===== config.mk =====
export PLATFORM = sky130hd
export DESIGN_NAME = utf8_atomizer_byte_fallback_unit
export DESIGN_NICKNAME = d
export VERILOG_FILES = /design/src/utf8ab_pkg.sv /design/src/utf8ab_step.sv /design/src/utf8_atomizer_byte_fallback_unit.sv
export VERILOG_INCLUDE_DIRS = /design/src /design/src/src
export SDC_FILE = /design/constraint.sdc
export NUM_CORES = 1
export LEC_CHECK = 0
export BUFFER_PORTS_ARGS = -buffer_cell sky130_fd_sc_hd__buf_2
export CAP_MARGIN = 40
export CORE_MARGIN = 4
export CORE_UTILIZATION = 35
export DETAILED_ROUTE_END_ITERATION = 7
export PLACE_DENSITY_LB_ADDON = 0.2
export SLEW_MARGIN = 30
export SYNTH_ARGS = -nofsm -noshare
export SYNTH_HDL_FRONTEND = slang
export SYNTH_SLANG_ARGS = --single-unit

===== constraint.sdc =====
create_clock -name clk_i -period 10.1 [get_ports clk_i]
set_clock_uncertainty 0.05 [all_clocks]
set_input_delay 2.02 -clock clk_i [delete_from_list [all_inputs] [get_ports clk_i]]
set_output_delay 2.02 -clock clk_i [all_outputs]
set_load 0.01 [all_outputs]

===== src/utf8_atomizer_byte_fallback_unit_assert.svh =====
// ----------------------------------------------------------------------------
// UTF-8 atomizer assertion macros
// Shared assertion shorthands, clocked on clk_i and disabled during reset.
// ----------------------------------------------------------------------------
`ifndef UTF8_ATOMIZER_BYTE_FALLBACK_UNIT_ASSERT_SVH
`define UTF8_ATOMIZER_BYTE_FALLBACK_UNIT_ASSERT_SVH

// Property holds at every clock edge out of reset.
`define UTF8AB_ASSERT(label, prop, msg) \
  label: assert property (@(posedge clk_i) disable iff (!rst_ni) (prop)) else $error(msg);

// Consequent holds in the cycle after the antecedent.
`define UTF8AB_ASSERT_NEXT(label, ante, cons, msg) \
  label: assert property (@(posedge clk_i) disable iff (!rst_ni) (ante) |=> (cons)) \
    else $error(msg);

`endif


===== src/utf8ab_pkg.sv =====
// ----------------------------------------------------------------------------
// UTF-8 atomizer package
// Types, byte range constants and lead/continuation checks.
// ----------------------------------------------------------------------------
package utf8ab_pkg;

  localparam int unsigned AtomW    = 21;
  localparam int unsigned MaxRes   = 4;
  localparam int unsigned MaxHeld  = 3;

  localparam logic [7:0] AsciiTop   = 8'h80;
  localparam logic [7:0] Lead2Min   = 8'hC2;
  localparam logic [7:0] Lead2Max   = 8'hDF;
  localparam logic [7:0] Lead3Min   = 8'hE0;
  localparam logic [7:0] Lead3Max   = 8'hEF;
  localparam logic [7:0] Lead4Min   = 8'hF0;
  localparam logic [7:0] Lead4Max   = 8'hF4;
  localparam logic [7:0] LeadE0     = 8'hE0;
  localparam logic [7:0] LeadED     = 8'hED;
  localparam logic [7:0] LeadF0     = 8'hF0;
  localparam logic [7:0] LeadF4     = 8'hF4;
  localparam logic [7:0] ContMin    = 8'h80;
  localparam logic [7:0] ContMax    = 8'hBF;
  localparam logic [7:0] ContE0Min  = 8'hA0;
  localparam logic [7:0] ContEDMax  = 8'h9F;
  localparam logic [7:0] ContF0Min  = 8'h90;
  localparam logic [7:0] ContF4Max  = 8'h8F;

  typedef struct packed {
    logic [AtomW-1:0] atom;
    logic             from_seq;
  } atom_t;

  typedef struct packed {
    logic [MaxHeld-1:0][7:0] bytes;
    logic [1:0]              cnt;
    logic [2:0]              seq_len;
  } pend_t;

  typedef struct packed {
    atom_t [MaxRes-1:0] res;
    logic  [2:0]        nres;
  } step_t;

  function automatic logic [2:0] lead_length(input logic [7:0] b);
    logic [2:0] len;
    len = 3'd0;
    if (b >= Lead2Min && b <= Lead2Max) len = 3'd2;
    if (b >= Lead3Min && b <= Lead3Max) len = 3'd3;
    if (b >= Lead4Min && b <= Lead4Max) len = 3'd4;
    return len;
  endfunction

  // first: the byte right after the lead, where the tighter ranges apply
  function automatic logic cont_ok(input logic [7:0] lead, input logic first,
                                   input logic [7:0] b);
    logic [7:0] lo;
    logic [7:0] hi;
    lo = ContMin;
    hi = ContMax;
    if (first) begin
      if (lead == LeadE0) lo = ContE0Min;
      if (lead == LeadED) hi = ContEDMax;
      if (lead == LeadF0) lo = ContF0Min;
      if (lead == LeadF4) hi = ContF4Max;
    end
    return (b >= lo) && (b <= hi);
  endfunction

endpackage


===== src/utf8ab_step.sv =====
// ----------------------------------------------------------------------------
// UTF-8 atomizer step
// Resolves held prefix plus one new byte into up to four atoms.
// ----------------------------------------------------------------------------
module utf8ab_step
  import utf8ab_pkg::*;
(
  input  logic       byte_mode_i,
  input  pend_t      pend_i,
  input  logic [7:0] text_byte_i,
  input  logic       eot_i,
  output step_t      step_o,
  output pend_t      pend_o
);

  logic             emit_held;
  logic             emit_nb;
  logic             emit_cp;
  logic             nb_pends;
  logic             ok;
  logic [AtomW-1:0] cp;

  // A lone byte pends only if it is a valid lead and more bytes may follow
  assign nb_pends = (text_byte_i >= AsciiTop) && (lead_length(text_byte_i) != 3'd0) &&
                    !eot_i;
  assign ok       = cont_ok(pend_i.bytes[0], pend_i.cnt == 2'd1, text_byte_i);

  always_comb begin
    unique case (pend_i.seq_len)
      3'd2:    cp = {10'd0, pend_i.bytes[0][4:0], text_byte_i[5:0]};
      3'd3:    cp = {5'd0, pend_i.bytes[0][3:0], pend_i.bytes[1][5:0], text_byte_i[5:0]};
      default: cp = {pend_i.bytes[0][2:0], pend_i.bytes[1][5:0], pend_i.bytes[2][5:0],
                     text_byte_i[5:0]};
    endcase
  end

  always_comb begin
    emit_held = 1'b0;
    emit_nb   = 1'b0;
    emit_cp   = 1'b0;
    pend_o    = pend_i;
    pend_o.cnt     = 2'd0;
    pend_o.seq_len = 3'd0;
    if (byte_mode_i) begin
      emit_held = 1'b1;
      emit_nb   = 1'b1;
    end else if (pend_i.cnt == 2'd0 || !ok) begin
      emit_held = (pend_i.cnt != 2'd0);
      if (nb_pends) begin
        pend_o.bytes[0] = text_byte_i;
        pend_o.cnt      = 2'd1;
        pend_o.seq_len  = lead_length(text_byte_i);
      end else begin
        emit_nb = 1'b1;
      end
    end else if ({1'b0, pend_i.cnt} + 3'd1 == pend_i.seq_len) begin
      emit_cp = 1'b1;
    end else if (eot_i) begin
      emit_held = 1'b1;
      emit_nb   = 1'b1;
    end else begin
      for (int k = 0; k < MaxHeld; k++) begin
        if (pend_i.cnt == k[1:0]) pend_o.bytes[k] = text_byte_i;
      end
      pend_o.cnt     = pend_i.cnt + 2'd1;
      pend_o.seq_len = pend_i.seq_len;
    end
  end

  always_comb begin
    for (int k = 0; k < MaxHeld; k++) begin
      step_o.res[k].from_seq = 1'b0;
      if (k[1:0] < pend_i.cnt) begin
        step_o.res[k].atom = {13'd0, pend_i.bytes[k]};
      end else begin
        step_o.res[k].atom = {13'd0, text_byte_i};
      end
    end
    step_o.res[MaxRes-1].atom     = {13'd0, text_byte_i};
    step_o.res[MaxRes-1].from_seq = 1'b0;
    if (emit_cp) begin
      step_o.res[0].atom     = cp;
      step_o.res[0].from_seq = 1'b1;
      step_o.nres            = 3'd1;
    end else begin
      step_o.nres = (emit_held ? {1'b0, pend_i.cnt} : 3'd0) + {2'd0, emit_nb};
    end
  end

endmodule


===== src/utf8_atomizer_byte_fallback_unit.sv =====
// ----------------------------------------------------------------------------
// UTF-8 atomizer with byte fallback
// Decodes a byte stream into code points, falling back to raw bytes.
// ----------------------------------------------------------------------------
// Input stream: one text byte per transfer on s_axis_tdata, s_axis_tlast marks
// the last byte of a text and flushes any held sequence bytes.
// Output stream: one atom per transfer; tuser set for a decoded multi-byte
// sequence, tlast set on the final atom caused by an input byte.
// cfg_we_i/cfg_wdata_i write the byte mode bit (1: every byte passes raw);
// write it only while the block is idle.
// Latency: the first atom of a byte appears the cycle after the byte is taken.
// Throughput: one byte per cycle while the receiver is ready and each byte
// yields at most one atom. A byte yielding k atoms (k up to 4) occupies the
// 4-entry result buffer, which drains one atom per cycle; the next byte
// enters as the last atom leaves. A byte only extending a prefix yields none.
// Reset clears the held bytes, the result buffer and selects decode mode.
// When the receiver stalls, the buffer holds and input stalls once the
// buffer cannot be emptied in the current cycle.
// ----------------------------------------------------------------------------
`include "utf8_atomizer_byte_fallback_unit_assert.svh"

module utf8_atomizer_byte_fallback_unit
  import utf8ab_pkg::*;
(
  input  logic        clk_i,
  input  logic        rst_ni,
  input  logic        cfg_we_i,
  input  logic        cfg_wdata_i,    // byte_mode
  input  logic        s_axis_tvalid,
  output logic        s_axis_tready,
  input  logic [7:0]  s_axis_tdata,   // [7:0] text_byte
  input  logic        s_axis_tlast,
  output logic        m_axis_tvalid,
  input  logic        m_axis_tready,
  output logic [23:0] m_axis_tdata,   // [20:0] atom, [23:21] zero
  output logic        m_axis_tuser,   // [0] from_sequence
  output logic        m_axis_tlast
);

  logic               byte_mode_q;
  pend_t              pend_q, pend_d;
  step_t              step;
  atom_t [MaxRes-1:0] res_q;
  logic  [2:0]        res_cnt_q, res_cnt_d;
  logic  [1:0]        rd_idx_q, rd_idx_d;
  logic               in_fire;
  logic               out_fire;

  utf8ab_step u_step (
    .byte_mode_i (byte_mode_q),
    .pend_i      (pend_q),
    .text_byte_i (s_axis_tdata),
    .eot_i       (s_axis_tlast),
    .step_o      (step),
    .pend_o      (pend_d)
  );

  assign m_axis_tvalid = (res_cnt_q != 3'd0);
  assign s_axis_tready = (res_cnt_q == 3'd0) || (res_cnt_q == 3'd1 && m_axis_tready);
  assign in_fire       = s_axis_tvalid && s_axis_tready;
  assign out_fire      = m_axis_tvalid && m_axis_tready;

  assign m_axis_tdata  = {3'd0, res_q[rd_idx_q].atom};
  assign m_axis_tuser  = res_q[rd_idx_q].from_seq;
  assign m_axis_tlast  = (res_cnt_q == 3'd1);

  always_comb begin
    res_cnt_d = res_cnt_q;
    rd_idx_d  = rd_idx_q;
    if (in_fire) begin
      res_cnt_d = step.nres;
      rd_idx_d  = 2'd0;
    end else if (out_fire) begin
      res_cnt_d = res_cnt_q - 3'd1;
      rd_idx_d  = rd_idx_q + 2'd1;
    end
  end

  always_ff @(posedge clk_i or negedge rst_ni) begin
    if (!rst_ni) begin
      byte_mode_q <= 1'b0;
      pend_q      <= '0;
      res_cnt_q   <= 3'd0;
      rd_idx_q    <= 2'd0;
    end else begin
      if (cfg_we_i) byte_mode_q <= cfg_wdata_i;
      if (in_fire) pend_q <= pend_d;
      res_cnt_q <= res_cnt_d;
      rd_idx_q  <= rd_idx_d;
    end
  end

  always_ff @(posedge clk_i) begin
    if (in_fire) begin
      res_q <= step.res;
    end
  end

  `UTF8AB_ASSERT(a_res_cnt_range, res_cnt_q <= 3'd4, "result count above buffer depth")
  `UTF8AB_ASSERT(a_pend_shorter, (pend_q.cnt == 2'd0) || (pend_q.seq_len > {1'b0, pend_q.cnt}),
    "held prefix not shorter than its sequence")
  `UTF8AB_ASSERT(a_pend_empty_len, (pend_q.cnt != 2'd0) || (pend_q.seq_len == 3'd0),
    "sequence length set with nothing held")
  `UTF8AB_ASSERT(a_ready_drain, !(s_axis_tready && m_axis_tvalid) ||
    (res_cnt_q == 3'd1 && m_axis_tready), "input taken while buffer not draining")
  `UTF8AB_ASSERT_NEXT(a_load_valid, in_fire && (step.nres != 3'd0),
    m_axis_tvalid && (rd_idx_q == 2'd0), "loaded results not presented")

endmodule


==> results.tsv <==
metric	value	unit
crit path capture	res_q[5]	
VDD IR max	0.0856	mV
Cell Area, Placed	4480	um2
Comb pwr share	26.4	%
Synth top area share	33.1	%
worst r2r src	pend_q[4]	
largest net degree at the start of global routing	54	
Final Total Pwr	1.21	mW
CP Max Fanout	12	
global router's overall resource usage	14.5	%
Seq/Total Area, Yosys	54.1	%
ranking of synthesized cells by area	edfxtp_1, dfrtp_1, mux2_2	
drt wl/cell	18.5	um
critical path depth in cells	9	
commonest non-fill, non-tap cell in the layout	edfxtp_1	
initial detailed-routing violation count	139	
fin area	4860	um2
CP max stage cell	or4b_1	
DRC violations left	0	
CP Launch Type	primary input	
commonest cells after routing, fill and taps aside	edfxtp_1, buf_2, dfrtp_1, mux2_2, nand2_1	
Site Rows	39	
fin crit share	45.4	%
Mapped Area	4170	um2
Die X	117	um
CTS tree	built	
biggest area consumer among synthesized cells	edfxtp_1	
Nets	384	
Pleak	1.98	nW
Hold Buf Count CTS	0	
Worst-Skew Late Latency	330	ps
fin crit period	4590	ps
Max Freq	0.218	GHz
DP Cell Count	487	
unrepaired setup endpoints after global routing	no	
CTS Sinks	81	
Syn-to-layout area delta	16.5	%
dpl ws	5200	ps
Pwr per Cell Area	248	nW/um2
Net Sw Frac	29.5	%
CP Cell Sequence	buf_2 > inv_1 > ha_1 > and3b_1 > a2111oi_2 > or4b_1 > clkinv_4 > nor2_8 > mux2_4	
Max Cap Viol	0	
Final WS setup	5510	ps
CP Class	primary input to flop	
worst hold margin	417	ps
gr ovfl total	0	
vias after detailed routing	2557	
Netlist cell types	49	
core area	11600	um2
clock share of power	33.5	%
Post-CTS Setup Repair Bufs	0	
Final GP Congestion	0.787	
Initial Utilization	36.1	%
DR vias/cell	5.07	
H-tree levels	3	
Fin Setup TNS	0	ps
DRT Pass-1 Iters	4	
layout cells sized above 1	32.4	%
Clock Tree Buf Depth	2	
FF-to-FF End	res_q[5]	
Reg clk slew, reported paths	60	ps
first-pass GRT wire length	14.9	mm
die height	117	um
n_diodes	0	
final core utilization	42.0	%
final hold vios	0	
num ports	43	
Critical Path Source	s_axis_tdata[4]	
CP Data Required Time	10130	ps
Hold Path Class	flop to flop	
Slew headroom	53.1	%
part of the power in registers	40.1	%
CP peak stage delay	540	ps
worst reg-to-reg path cell count	13	
P_sw	356	uW
die area	13700	um2
fin. max-slew vios	0	
clock root cell	clkbuf_16	
vias in the first global route	2541	
Tightest Pin Transition	699	ps
cts bufs inserted	9	
crit end category	flop	
Post-synth EDFFs	46	
Post-CTS Resized	0	
IO buf count	39	
Non-Filler Instances	504	
status	finished, final reports clean	
antenna violations before repair	0	
Post-synth ARST share	43.2	%
Worst EP arrival	4620	ps
detailed placement HPWL	6.28	mm
final wirelength	9.30	mm
family with the most delay on the worst path	simple AND/OR/NAND/NOR gates	
antenna viol nets, final	0	
syn_area_per_cell	13.1	um2
# setup viols final	0	
YS warnings	0	
flop2flop setup slack	5780	ps
internal power	850	uW
Buf/Inv on CP	3	
Top FF cell, synth	edfxtp_1	
#FFs+latches synth	81	
synthesized instance count	319	
-- final cells by class --
type	instances	area, um2
Multi-Input combinational cell	214	1780
Sequential cell	81	2260
Clock buffer	10	229
Tap cell	143	179
Inverter	9	41.3
Clock inverter	6	138
Fill cell	1078	6700
Timing Repair Buffer	41	238
-- power by group through the flow --
stage               Combinational, mW  Sequential (mW)  Clock, mW
floorplan                       0.236            0.461          0
global placement                0.303            0.501          0
detailed placement              0.307            0.501          0
CTS                             0.308            0.495      0.410
global route                    0.353            0.492      0.427
finish                          0.318            0.484      0.404
-- cells in the mapped netlist (3+ instances only) --
library cell	number
mux2i_1	8
or2_2	5
buf_6	3
buf_1	3
and2_1	15
inv_1	7
nor2b_1	7
nor3b_1	3
buf_4	5
xnor2_1	3
clkbuf_1	5
mux4_2	8
nor2_1	12
nor3_1	4
nand2_1	26
a21oi_1	8
nand3_1	6
ha_1	13
mux2_2	27
o21ai_0	13
and3_1	10
edfxtp_1	46
dfrtp_1	35
mux2_4	12
a211oi_1	4
-- state kept, by name, indices dropped and copies added, names as in the netlist --
name	flops
res_cnt_q	3
rd_idx_q	2
byte_mode_q	1
pend_q	29
res_q	46
-- how the worst min path moves through the flow --
stage | startpoint | endpoint | cells past startpoint
after global placement | pend_q[28] | pend_q[28] | 1
after floorplan | pend_q[20] | pend_q[20] | 1
after CTS | pend_q[28] | pend_q[28] | 1
final | pend_q[28] | pend_q[28] | 1
after detailed placement | pend_q[28] | pend_q[28] | 1
after global routing | pend_q[20] | pend_q[20] | 1
-- layer usage --
layer / vias up / wire length [um] / GRT usage (%)
met5: - / 0 / 0
met4: 0 / 99 / 3.67
met3: 9 / 401 / 3.24
met2: 69 / 4190 / 21.9
met1: 1241 / 4610 / 21.3
li1: 1238 / - / -
-- kinds of logic after synthesis --
| logic type | count (synthesis) | synth area share, % |
|---|---|---|
| simple gates | 103 | 14.2 |
| flops | 81 | 54.1 |
| mux | 55 | 17.8 |
| compound gates | 36 | 5.55 |
| buf+inv | 26 | 3.48 |
| fa+ha+maj | 13 | 3.90 |
| xor+xnor | 4 | 0.840 |
| other cells | 1 | 0.0899 |
Power figures use the tool's default switching activity.
